File: config.mk
export PLATFORM = sky130hd
export DESIGN_NAME = phaser_ctrl
export DESIGN_NICKNAME = d
export VERILOG_FILES = /design/src/hw/rtl/phaser_pkg.sv /design/src/hw/rtl/phaser_ctrl.sv
export SDC_FILE = /design/constraint.sdc
export NUM_CORES = 1
export LEC_CHECK = 0
export ABC_AREA = 1
export BUFFER_PORTS_ARGS = -buffer_cell sky130_fd_sc_hd__buf_2
export CAP_MARGIN = 20
export CORE_AREA = 8 8 45 47
export CTS_BUF_LIST = sky130_fd_sc_hd__clkbuf_16
export CTS_CLUSTER_SIZE = 8
export DETAILED_ROUTE_END_ITERATION = 16
export DIE_AREA = 0 0 53 55
export PLACE_DENSITY = 0.52
export SLEW_MARGIN = 20
export SYNTH_ARGS = -nofsm -noshare
export SYNTH_HDL_FRONTEND = slang
export SYNTH_SLANG_ARGS = --single-unit
export TNS_END_PERCENT = 20
File: constraint.sdc
create_clock -name clock -period 2.15 [get_ports clock]
set_clock_uncertainty 0.1 [all_clocks]
set_input_delay 0.3225 -clock clock [delete_from_list [all_inputs] [get_ports clock]]
set_output_delay 0.3225 -clock clock [all_outputs]
set_load 0.01 [all_outputs]
File: src/hw/rtl/phaser_pkg.sv
// Shared types, constants and the sine table function for the phaser.
// Used by the controller, the datapath and the top level.
package phaser_pkg;

   localparam int SampleWidth = 16;
   localparam int WordWidth   = 24;
   localparam int CsrWidth    = 32;
   localparam int CsrIdxWidth = 3;

   localparam logic [CsrIdxWidth-1:0] CSR_SWEEP_LOW  = 3'd0;
   localparam logic [CsrIdxWidth-1:0] CSR_SWEEP_HIGH = 3'd1;
   localparam logic [CsrIdxWidth-1:0] CSR_LFO_STEP   = 3'd2;
   localparam logic [CsrIdxWidth-1:0] CSR_FEEDBACK   = 3'd3;
   localparam logic [CsrIdxWidth-1:0] CSR_WET_MIX    = 3'd4;

   typedef enum logic [3:0] {
      ST_IDLE,
      ST_SINE,
      ST_SWEEP,
      ST_DIV,
      ST_FEED,
      ST_STAGE_Y,
      ST_STAGE_M,
      ST_MIX,
      ST_OUT
   } state_type;

   // Commands from the controller to the datapath.
   typedef struct packed {
      logic load;
      logic sine;
      logic sweep;
      logic div_start;
      logic feed;
      logic stage_y;
      logic stage_m;
      logic mix;
   } cmd_type;

   typedef struct packed {
      logic div_done;
      logic last_stage;
   } status_type;

   // The series divides by 110, 72, 42, 20 and 6. Each quotient has a numerator
   // below 2^32, so multiplying by floor(2^(32+l)/d)+1 and shifting right by
   // 32+l, with 2^(l-1) < d <= 2^l, gives the exact floor.
   localparam int SineShift [5] = '{39, 39, 38, 37, 35};
   localparam longint unsigned SineRecip [5] = '{
      (64'd1 << 39) / 64'd110 + 64'd1,
      (64'd1 << 39) / 64'd72 + 64'd1,
      (64'd1 << 38) / 64'd42 + 64'd1,
      (64'd1 << 37) / 64'd20 + 64'd1,
      (64'd1 << 35) / 64'd6 + 64'd1
   };

   // Quarter-wave Taylor series, used only on constants at elaboration.
   // quad is the quadrant, frac the Q30 position inside it.
   function automatic logic signed [16:0] sine_entry(input longint unsigned quad,
                                                     input longint unsigned frac);
      longint unsigned t, x, x2, h, s, v, n;
      logic [95:0] prod;
      t = quad[0] ? 64'd1073741824 - frac : frac;
      x = (t * 64'd1686629713) >> 30;
      x2 = (x * x) >> 30;
      h = 64'd1073741824;
      for (int i = 0; i < 5; i++) begin
         n = (x2 * h) >> 30;
         prod = 96'(n) * 96'(SineRecip[i]);
         h = 64'd1073741824 - 64'(prod >> SineShift[i]);
      end
      s = (x * h) >> 30;
      v = (s * 64'd32767 + (64'd1 << 29)) >> 30;
      if (v > 64'd32767) v = 64'd32767;
      return (quad >= 2) ? -17'(signed'(v[16:0])) : 17'(signed'(v[16:0]));
   endfunction

endpackage

File: src/hw/rtl/phaser_ctrl.sv
// Sequencer for the phaser: steps the datapath through one sample.
// Depends on phaser_pkg.
module phaser_ctrl import phaser_pkg::*; (
   input  logic       clock,
   input  logic       reset,
   input  logic       in_valid,
   output logic       in_ready,
   output logic       out_valid,
   input  logic       out_ready,
   input  status_type status,
   output cmd_type    cmd
);
   state_type state_ff, state_in;

   always_ff @(posedge clock) begin
      if (reset) begin
         state_ff <= ST_IDLE;
      end else begin
         state_ff <= state_in;
      end
   end

   always_comb begin
      state_in = state_ff;
      cmd = '0;
      in_ready = 1'b0;
      out_valid = 1'b0;
      case (state_ff)
         ST_IDLE: begin
            in_ready = 1'b1;
            if (in_valid) begin
               cmd.load = 1'b1;
               state_in = ST_SINE;
            end
         end
         ST_SINE: begin
            cmd.sine = 1'b1;
            state_in = ST_SWEEP;
         end
         ST_SWEEP: begin
            cmd.sweep = 1'b1;
            state_in = ST_DIV;
         end
         ST_DIV: begin
            cmd.div_start = 1'b1;
            state_in = ST_FEED;
         end
         ST_FEED: begin
            if (status.div_done) begin
               cmd.feed = 1'b1;
               state_in = ST_STAGE_Y;
            end
         end
         ST_STAGE_Y: begin
            cmd.stage_y = 1'b1;
            state_in = ST_STAGE_M;
         end
         ST_STAGE_M: begin
            cmd.stage_m = 1'b1;
            state_in = status.last_stage ? ST_MIX : ST_STAGE_Y;
         end
         ST_MIX: begin
            cmd.mix = 1'b1;
            state_in = ST_OUT;
         end
         ST_OUT: begin
            out_valid = 1'b1;
            if (out_ready) state_in = ST_IDLE;
         end
         default: state_in = ST_IDLE;
      endcase
   end
endmodule

==> metrics.txt, run 1 <==
layout overhead on the synthesized area 57.4%; Startpoint Class flop; Die X 53 microns; dominant cell type by area after synthesis dfxtp_1; Iter 0 DRT Violations 3; Synth Register Bits 4; Setup Buffers After CTS 0; vias per cell 4.13; # H-tree levels 1; HPWL Detailed 631 microns; Final #Nets 72; Sink Count 4; Worst-Skew Late Latency 0.22 ns; final setup vio count 0; fin. max-slew vios 0; Die ar. 2920 sq um; Final Hold Violating Endpoints 0; Bufs on Longest Clock Path 2; arrival time at the worst endpoint 1.19 ns; Internal Dissipation 0.000348 W; Post-synth top cells 11 x inv_1, 6 x nand2_1, 6 x nand3_1, 6 x nor2_1, 5 x nor2_2; synth top area cells dfxtp_1 28%, inv_1 14%, nor2_2 11%, nand3_1 10%, nand2_1 7.8%; Slew @ Worst Pin 0.339 ns; Synth top area share 27.8%; logic gate share of total power 16.0%; I/O pin count 16; post-synthesis sequential area ratio 27.8%; number of flops mapped to enable cells by yosys 0; Die Ht 55 microns; Largest regs state_ff x4; wirelength, routed 779 microns; Diodes inserted 0; TritonCTS clock tree built; setup TNS 0 ns; DRT Pass-1 Iters 3; Post-Place Worst Slack 0.753 ns; power density cells 1000 nW/um^2; Tcrit/Tclk final 75.2%; Worst IR Drop VDD 0.502 mV; Leakage 0.250 nW; Synth Instances 47; Avg WL per Cell 9.74 microns; GRT Residual Overflow 0; ys async rst share 0%; Sequential Power Share 20.8%; Period minus WS final 1.62 ns; switching share of power 23.5%; I/O Buffers 15; GRT Total Usage 6.12%; largest net degree at the start of global routing 10; largest reg by FF count state_ff; Final WS setup 0.533 ns; post_cts resized 0; RSZ-0062 raised after global routing no; main flop type after synthesis dfxtp_1; Reg clk slew, reported paths 0.03 ns; clock root buffer master clkbuf_16; Critical Path Sink Type primary output; cts bufs inserted 3; initial antenna violation count 0; Worst Path Class, Setup flop to primary output; Largest register FFs 4; Req. time, crit path 1.73 ns; FMAX 0.619 GHz; top-count cell post-synth inv_1; Final GP Congestion 0.758; clock share of power 63.2%; Mapped Avg Cell Area 6.12 sq um; synth warn 0; vias in the first global route 330; critical path peak fanout 5; layout cells sized above 1 40.6%; Slew headroom 77.3%; first-pass GRT wire length 1.35 mm; syn_nets 53; Remaining DRCs 0; number of cell rows 14; Netlist cell types 14; CTS Hold Bufs 0; Hold WS 0.217 ns; Max Cap Viol 0; via count of the routed design 330; status completed; hold crit path type input port to flop; Starting Density 20.8%; mapped cell area 288 sq um; post-route ant nets 0; core footprint 1380 sq um; P_sw 0.000107 W; total power 0.000454 W
[through the flow]
stage	instance area, sq um	util (%)	cells
global route	453	32.7	80
CTS	453	32.7	80
floorplan	288	-	47
global placement	378	27.3	77
finish	453	32.7	80
detailed placement	378	27.3	77
[layer usage]
metal | routed length [microns] | GRT usage, % | part of all wire [%] | up-vias
met1 | 344 | 6.53 | 44 | 139
li1 | - | - | - | 177
met3 | 88 | 1.34 | 11 | 2
met4 | 19 | 5.17 | 2.4 | 0
met5 | 0 | 0 | 0 | -
met2 | 327 | 10.2 | 42 | 12
[power by group through the flow]
stage / registers [W] / logic (W) / clock network, W
after detailed placement: 0.0000952 / 0.0000740 / 0
after floorplan: 0.0000873 / 0.0000557 / 0
after CTS: 0.0000942 / 0.0000742 / 0.000291
after global routing: 0.0000964 / 0.0000844 / 0.000294
after global placement: 0.0000961 / 0.0000740 / 0
final: 0.0000943 / 0.0000729 / 0.000287
[logic make-up (layout without fill, tap and decap cells)]
logic type | Yosys count | in the layout | synth area share, %
and+or+nand+nor | 28 | 28 | 51.3
buffers and inverters | 13 | 30 | 17.4
DFF | 4 | 4 | 27.8
AOI/OAI and AO/OA | 2 | 2 | 3.48
[worst max-delay path, stage by stage, from the launching register on]
cell	delay (ns)
dfxtp_1	0.37
inv_1	0.09
nor2_4	0.14
inv_1	0.09
nor4_2	0.12
buf_2	0.16
[cell type report]
type | instances | area, sq um
multi-input combinational | 30 | 158
tap | 16 | 20.0
inverter | 12 | 45.0
sequential | 4 | 80.1
timing repair buffer | 15 | 75.1
fill | 157 | 931
clock buffer | 3 | 75.1
[worst paths after layout]
kind | start | end | slack [ns] | cells after the start
max | state_ff[2]$_SDFFE_PP0P_ | cmd[3] | 0.53 | 5
min | reset | state_ff[1]$_SDFFE_PP0P_ | 0.22 | 2
min reg2reg | state_ff[1]$_SDFFE_PP0P_ | state_ff[3]$_SDFFE_PP0P_ | 0.52 | 2
max reg2reg | state_ff[0]$_SDFFE_PP0P_ | state_ff[2]$_SDFFE_PP0P_ | 1.05 | 4
[layout by cell type (no fill, tap or decap)]
master / instances
nor2_4: 1
nor3_1: 1
nor2_1: 6
nor2_2: 5
nor4_2: 1
buf_2: 15
clkbuf_16: 3
inv_1: 11
nand4_1: 1
dfxtp_1: 4
inv_2: 1
nor4_1: 1
a21oi_1: 2
nand2_1: 6
nand3_1: 6
(Power assumes the default switching activity.)
==> run 2: changes to the inputs <==
clock period = 1.6 ns   (was 2.15 ns; I/O delays follow)
==> run 2 against run 1 <==
Compared with the run above: core utilization up 1.3 points; non-clock buffer count rose by 2; wire length up 2.2%; register-to-register slack got worse by 0.56 ns; largest cell class unchanged; via count is 2.1% higher; worst hold slack got worse by 0.083 ns; cell count up 2.5%; global-route usage stayed put; first-iteration DRC count stayed put.
==> metrics.txt, run 2 (synthesis gave the netlist of run 1 again) <==
logic gate share of total power 16.6%; Slew headroom 82.4%; arrival time at the worst endpoint 1.19 ns; Final Hold Violating Endpoints 0; Leakage 0.260 nW; via count of the routed design 337; most common cell after layout, fill and taps aside buf_2; cts bufs inserted 3; I/O pin count 16; DRT Pass-1 Iters 4; Sink Count 4; worst-path cell chain inv_1 -> nor4_1 -> buf_2; Internal Dissipation 0.000472 W; most frequent cells in the layout 15 x buf_2, 11 x inv_1, 6 x nand2_1, 6 x nor2_1, 6 x nand3_1; clock root buffer master clkbuf_16; final setup vio count 0; largest net degree at the start of global routing 10; power density cells 1310 nW/um^2; layout cells sized above 1 45.5%; switching share of power 23.4%; Sequential Power Share 20.8%; Final Cell Area 470 sq um; # H-tree levels 1; Starting Density 20.8%; TritonCTS clock tree built; status completed; clock share of power 62.6%; Final #Nets 74; Diodes inserted 0; fin. max-slew vios 0; Die ar. 2920 sq um; HPWL Detailed 631 microns; layout overhead on the synthesized area 63.5%; Bufs on Longest Clock Path 2; Hold WS 0.134 ns; post-route ant nets 0; first-pass GRT wire length 1.35 mm; fillcell total 158; Slew @ Worst Pin 0.262 ns; Tcrit/Tclk final 95.9%; Reg clk slew, reported paths 0.03 ns; Largest regs state_ff x4; critical path peak fanout 4; P_sw 0.000144 W; GRT Total Usage 6.12%; wirelength, routed 796 microns; Req. time, crit path 1.26 ns; GRT Residual Overflow 0; FMAX 0.652 GHz; Largest register FFs 4; CP max stage delay 0.42 ns; I/O Buffers 15; Max Cap Viol 0; slowest CP cell dfxtp_1; Avg WL per Cell 9.71 microns; Final GP Congestion 0.758; Area after DPL 378 sq um; Worst-Skew Late Latency 0.22 ns; Remaining DRCs 0; Die Ht 55 microns; Worst IR Drop VDD 0.660 mV; Period minus WS final 1.53 ns; Worst Path Class, Setup flop to primary output; largest reg by FF count state_ff; hold crit path type input port to flop; vias per cell 4.11; Iter 0 DRT Violations 3; Critical Path Sink Type primary output; vias in the first global route 330; Die X 53 microns; core footprint 1380 sq um; Startpoint Class flop; initial antenna violation count 0; number of cell rows 14
## run 2: cell types whose count changed in the layout (fill, tap and decap cells not counted), sizes merged
cell / change
buf: +2
## run 2: per-layer routing
| metal | vias up | share of wire (%) | GRT usage, % |
|---|---|---|---|
| li1 | 182 | - | - |
| met1 | 141 | 46 | 6.53 |
| met2 | 12 | 42 | 10.2 |
| met3 | 2 | 9.7 | 1.34 |
| met4 | 0 | 2.4 | 5.17 |
| met5 | - | 0 | 0 |
## run 2: layout make-up
type,instances,area [sq um],area share (%)
clock buffer,3,75.1,16.0
multi-input combinational,30,158,33.5
inverter,12,45.0,9.57
timing repair buffer,17,90.1,19.1
sequential,4,82.6,17.6
tap,16,20.0,4.26
## run 2: power groups by stage
stage	combinational [W]	clock, W	sequential (W)
final	0.000102	0.000386	0.000128
after global routing	0.000118	0.000395	0.000131
after CTS	0.0000998	0.000390	0.000127
after detailed placement	0.0000994	0	0.000128
after global placement	0.0000994	0	0.000129
after floorplan	0.0000749	0	0.000117
## run 2: final timing paths
| check | from | end | slack, ns | cells past startpoint |
|---|---|---|---|---|
| worst min register to register | state_ff[0]$_SDFFE_PP0P_ | state_ff[3]$_SDFFE_PP0P_ | 0.49 | 2 |
| worst max-delay path | state_ff[3]$_SDFFE_PP0P_ | out_valid | 0.07 | 3 |
| worst max register to register | state_ff[2]$_SDFFE_PP0P_ | state_ff[1]$_SDFFE_PP0P_ | 0.49 | 7 |
| worst min-delay path | reset | state_ff[0]$_SDFFE_PP0P_ | 0.13 | 2 |
## run 2: worst max-delay path, delay by kind of cell, from the launching register on
kind	cells	cell delay [ns]
DFF	1	0.42
and+or+nand+nor	1	0.26
buffers and inverters	2	0.29
## run 2: stage by stage
step / setup TNS (ns) / setup slack (ns) / cells / util, % / power, W
2_1_floorplan: 0 / 0.366 / 47 / - / 0.000192
3_3_place_gp: 0 / 0.297 / 77 / 27.3 / 0.000228
3_5_place_dp: 0 / 0.285 / 77 / 27.3 / 0.000227
4_1_cts: 0 / 0.0464 / 80 / 32.7 / 0.000617
5_1_grt: -0.00221 / -0.00221 / 82 / 34.0 / 0.000644
6_report: 0 / 0.0653 / 82 / 34.0 / 0.000616
## run 2: timing repair
item	4_1_cts	5_1_grt
setup buffers	0	2
endpoints found under the setup margin	0	3
gates resized for setup	0	2
hold buffers	0	0
==> run 3: changes to the inputs <==
REMOVE_ABC_BUFFERS = 1   (was default)
==> run 3 against run 2 <==
Compared with the run above: register-to-register slack hardly changed; critical path depth stayed put; core utilization is 1.2 points lower; global-route usage is 0.32 points higher; wire length is 1.9% lower; non-clock buffer count is 2 lower; final area is 3.5% lower; first-iteration DRC count is 100% higher; count of clock-buffer cells in the layout stayed put; clock power hardly changed; die area stayed put; fmax is 0.73% higher; largest cell class unchanged.
==> metrics.txt, run 3 (synthesis gave the netlist of run 1 again) <==
cts bufs inserted 3; GRT Total Usage 6.44%; most common cell after layout, fill and taps aside buf_2; Slew @ Worst Pin 0.332 ns; Die X 53 microns; clock root buffer master clkbuf_16; status completed; Final Hold Violating Endpoints 0; Diodes inserted 0; DRT Pass-1 Iters 2; I/O pin count 16; Final GP Congestion 0.734; TritonCTS clock tree built; most frequent cells in the layout 15 x buf_2, 11 x inv_1, 6 x nand2_1, 6 x nor2_1, 6 x nand3_1; vias in the first global route 336; setup TNS 0 ns; Max Cap Viol 0; Slew headroom 77.8%; Iter 0 DRT Violations 6; RSZ-0062 raised after global routing no; Die ar. 2920 sq um; Critical Path Sink Type primary output; Worst-Skew Late Latency 0.22 ns; post-route ant nets 0; critical path peak fanout 4; slowest CP cell dfxtp_1; Hold WS 0.126 ns; GRT Residual Overflow 0; CTS Hold Bufs 0; Worst IR Drop VDD 0.509 mV; via count of the routed design 330; Largest register FFs 4; Startpoint Class flop; Tcrit/Tclk final 95.2%; I/O Buffers 15; Remaining DRCs 0; vias per cell 4.13; largest net degree at the start of global routing 10; arrival time at the worst endpoint 1.18 ns; Leakage 0.250 nW; HPWL Detailed 639 microns; Period minus WS final 1.52 ns; Final #Nets 72; core footprint 1380 sq um; layout cells sized above 1 42.2%; hold crit path type input port to flop; Req. time, crit path 1.26 ns; fin. max-slew vios 0; Worst Path Class, Setup flop to primary output; Die Ht 55 microns; Sink Count 4; Reg clk slew, reported paths 0.03 ns; Largest regs state_ff x4; worst-path cell chain inv_1 -> nor4_1 -> buf_2; Starting Density 20.8%; largest reg by FF count state_ff; FMAX 0.656 GHz; wirelength, routed 781 microns; Avg WL per Cell 9.76 microns; CP max stage delay 0.42 ns; power density cells 1340 nW/um^2; final setup vio count 0; first-pass GRT wire length 1.32 mm; R2R Setup Slk 0.50 ns; initial antenna violation count 0; Bufs on Longest Clock Path 2; # H-tree levels 1; number of cell rows 14; layout overhead on the synthesized area 57.8%
[run 3: changes by cell type in the layout (fill, tap and decap cells not counted)]
cell,change
buf_4,-2
dfxtp_1,+1
dfxtp_2,-1
[run 3: worst paths after layout]
check / start / endpoint / cells past startpoint
worst max-delay path: state_ff[3]$_SDFFE_PP0P_ / out_valid / 3
worst min-delay path: reset / state_ff[2]$_SDFFE_PP0P_ / 2
worst max register to register: state_ff[1]$_SDFFE_PP0P_ / state_ff[1]$_SDFFE_PP0P_ / 6
worst min register to register: state_ff[2]$_SDFFE_PP0P_ / state_ff[3]$_SDFFE_PP0P_ / 3
[run 3: layer usage]
| layer | vias to the layer above | GRT usage (%) | routed length (microns) |
|---|---|---|---|
| met5 | - | 0 | 0 |
| met4 | 0 | 5.17 | 8 |
| met3 | 2 | 4.28 | 112 |
| met2 | 12 | 10.9 | 365 |
| met1 | 134 | 5.15 | 296 |
| li1 | 182 | - | - |
[run 3: critical path: cells and delay by family, from the launching register on]
family,cells,cell delay (ns)
AND/OR/NAND/NOR,1,0.26
flip-flops,1,0.42
buffers and inverters,2,0.29
[run 3: what timing repair did]
action,4_1_cts,5_1_grt
endpoints found under the setup margin,0,2
buffers inserted,0,0
resized for setup,0,1
[run 3: area by class of cell]
class / instances / area (sq um)
timing repair buffer: 15 / 75.1
tap: 16 / 20.0
multi-input combinational: 30 / 158
inverter: 12 / 45.0
sequential: 4 / 81.3
fill: 166 / 930
clock buffer: 3 / 75.1
[run 3: per-stage QoR]
step | util [%] | power (W) | area [sq um] | std cells | setup slack, ns
5_1_grt | 32.8 | 0.000644 | 454 | 80 | 0.00796
6_report | 32.8 | 0.000607 | 454 | 80 | 0.0764
3_3_place_gp | 27.3 | 0.000228 | 378 | 77 | 0.298
3_5_place_dp | 27.3 | 0.000228 | 378 | 77 | 0.280
4_1_cts | 32.7 | 0.000621 | 453 | 80 | 0.0413
2_1_floorplan | - | 0.000189 | 283 | 46 | 0.366
[run 3: power by group]
| part | total (W) | switching [W] | internal [W] |
|---|---|---|---|
| Sequential | 0.000127 | 0.0000176 | 0.000109 |
| Clock | 0.000383 | 0.0000641 | 0.000319 |
| Combinational | 0.0000974 | 0.0000582 | 0.0000392 |
| Total | 0.000607 | 0.000140 | 0.000467 |
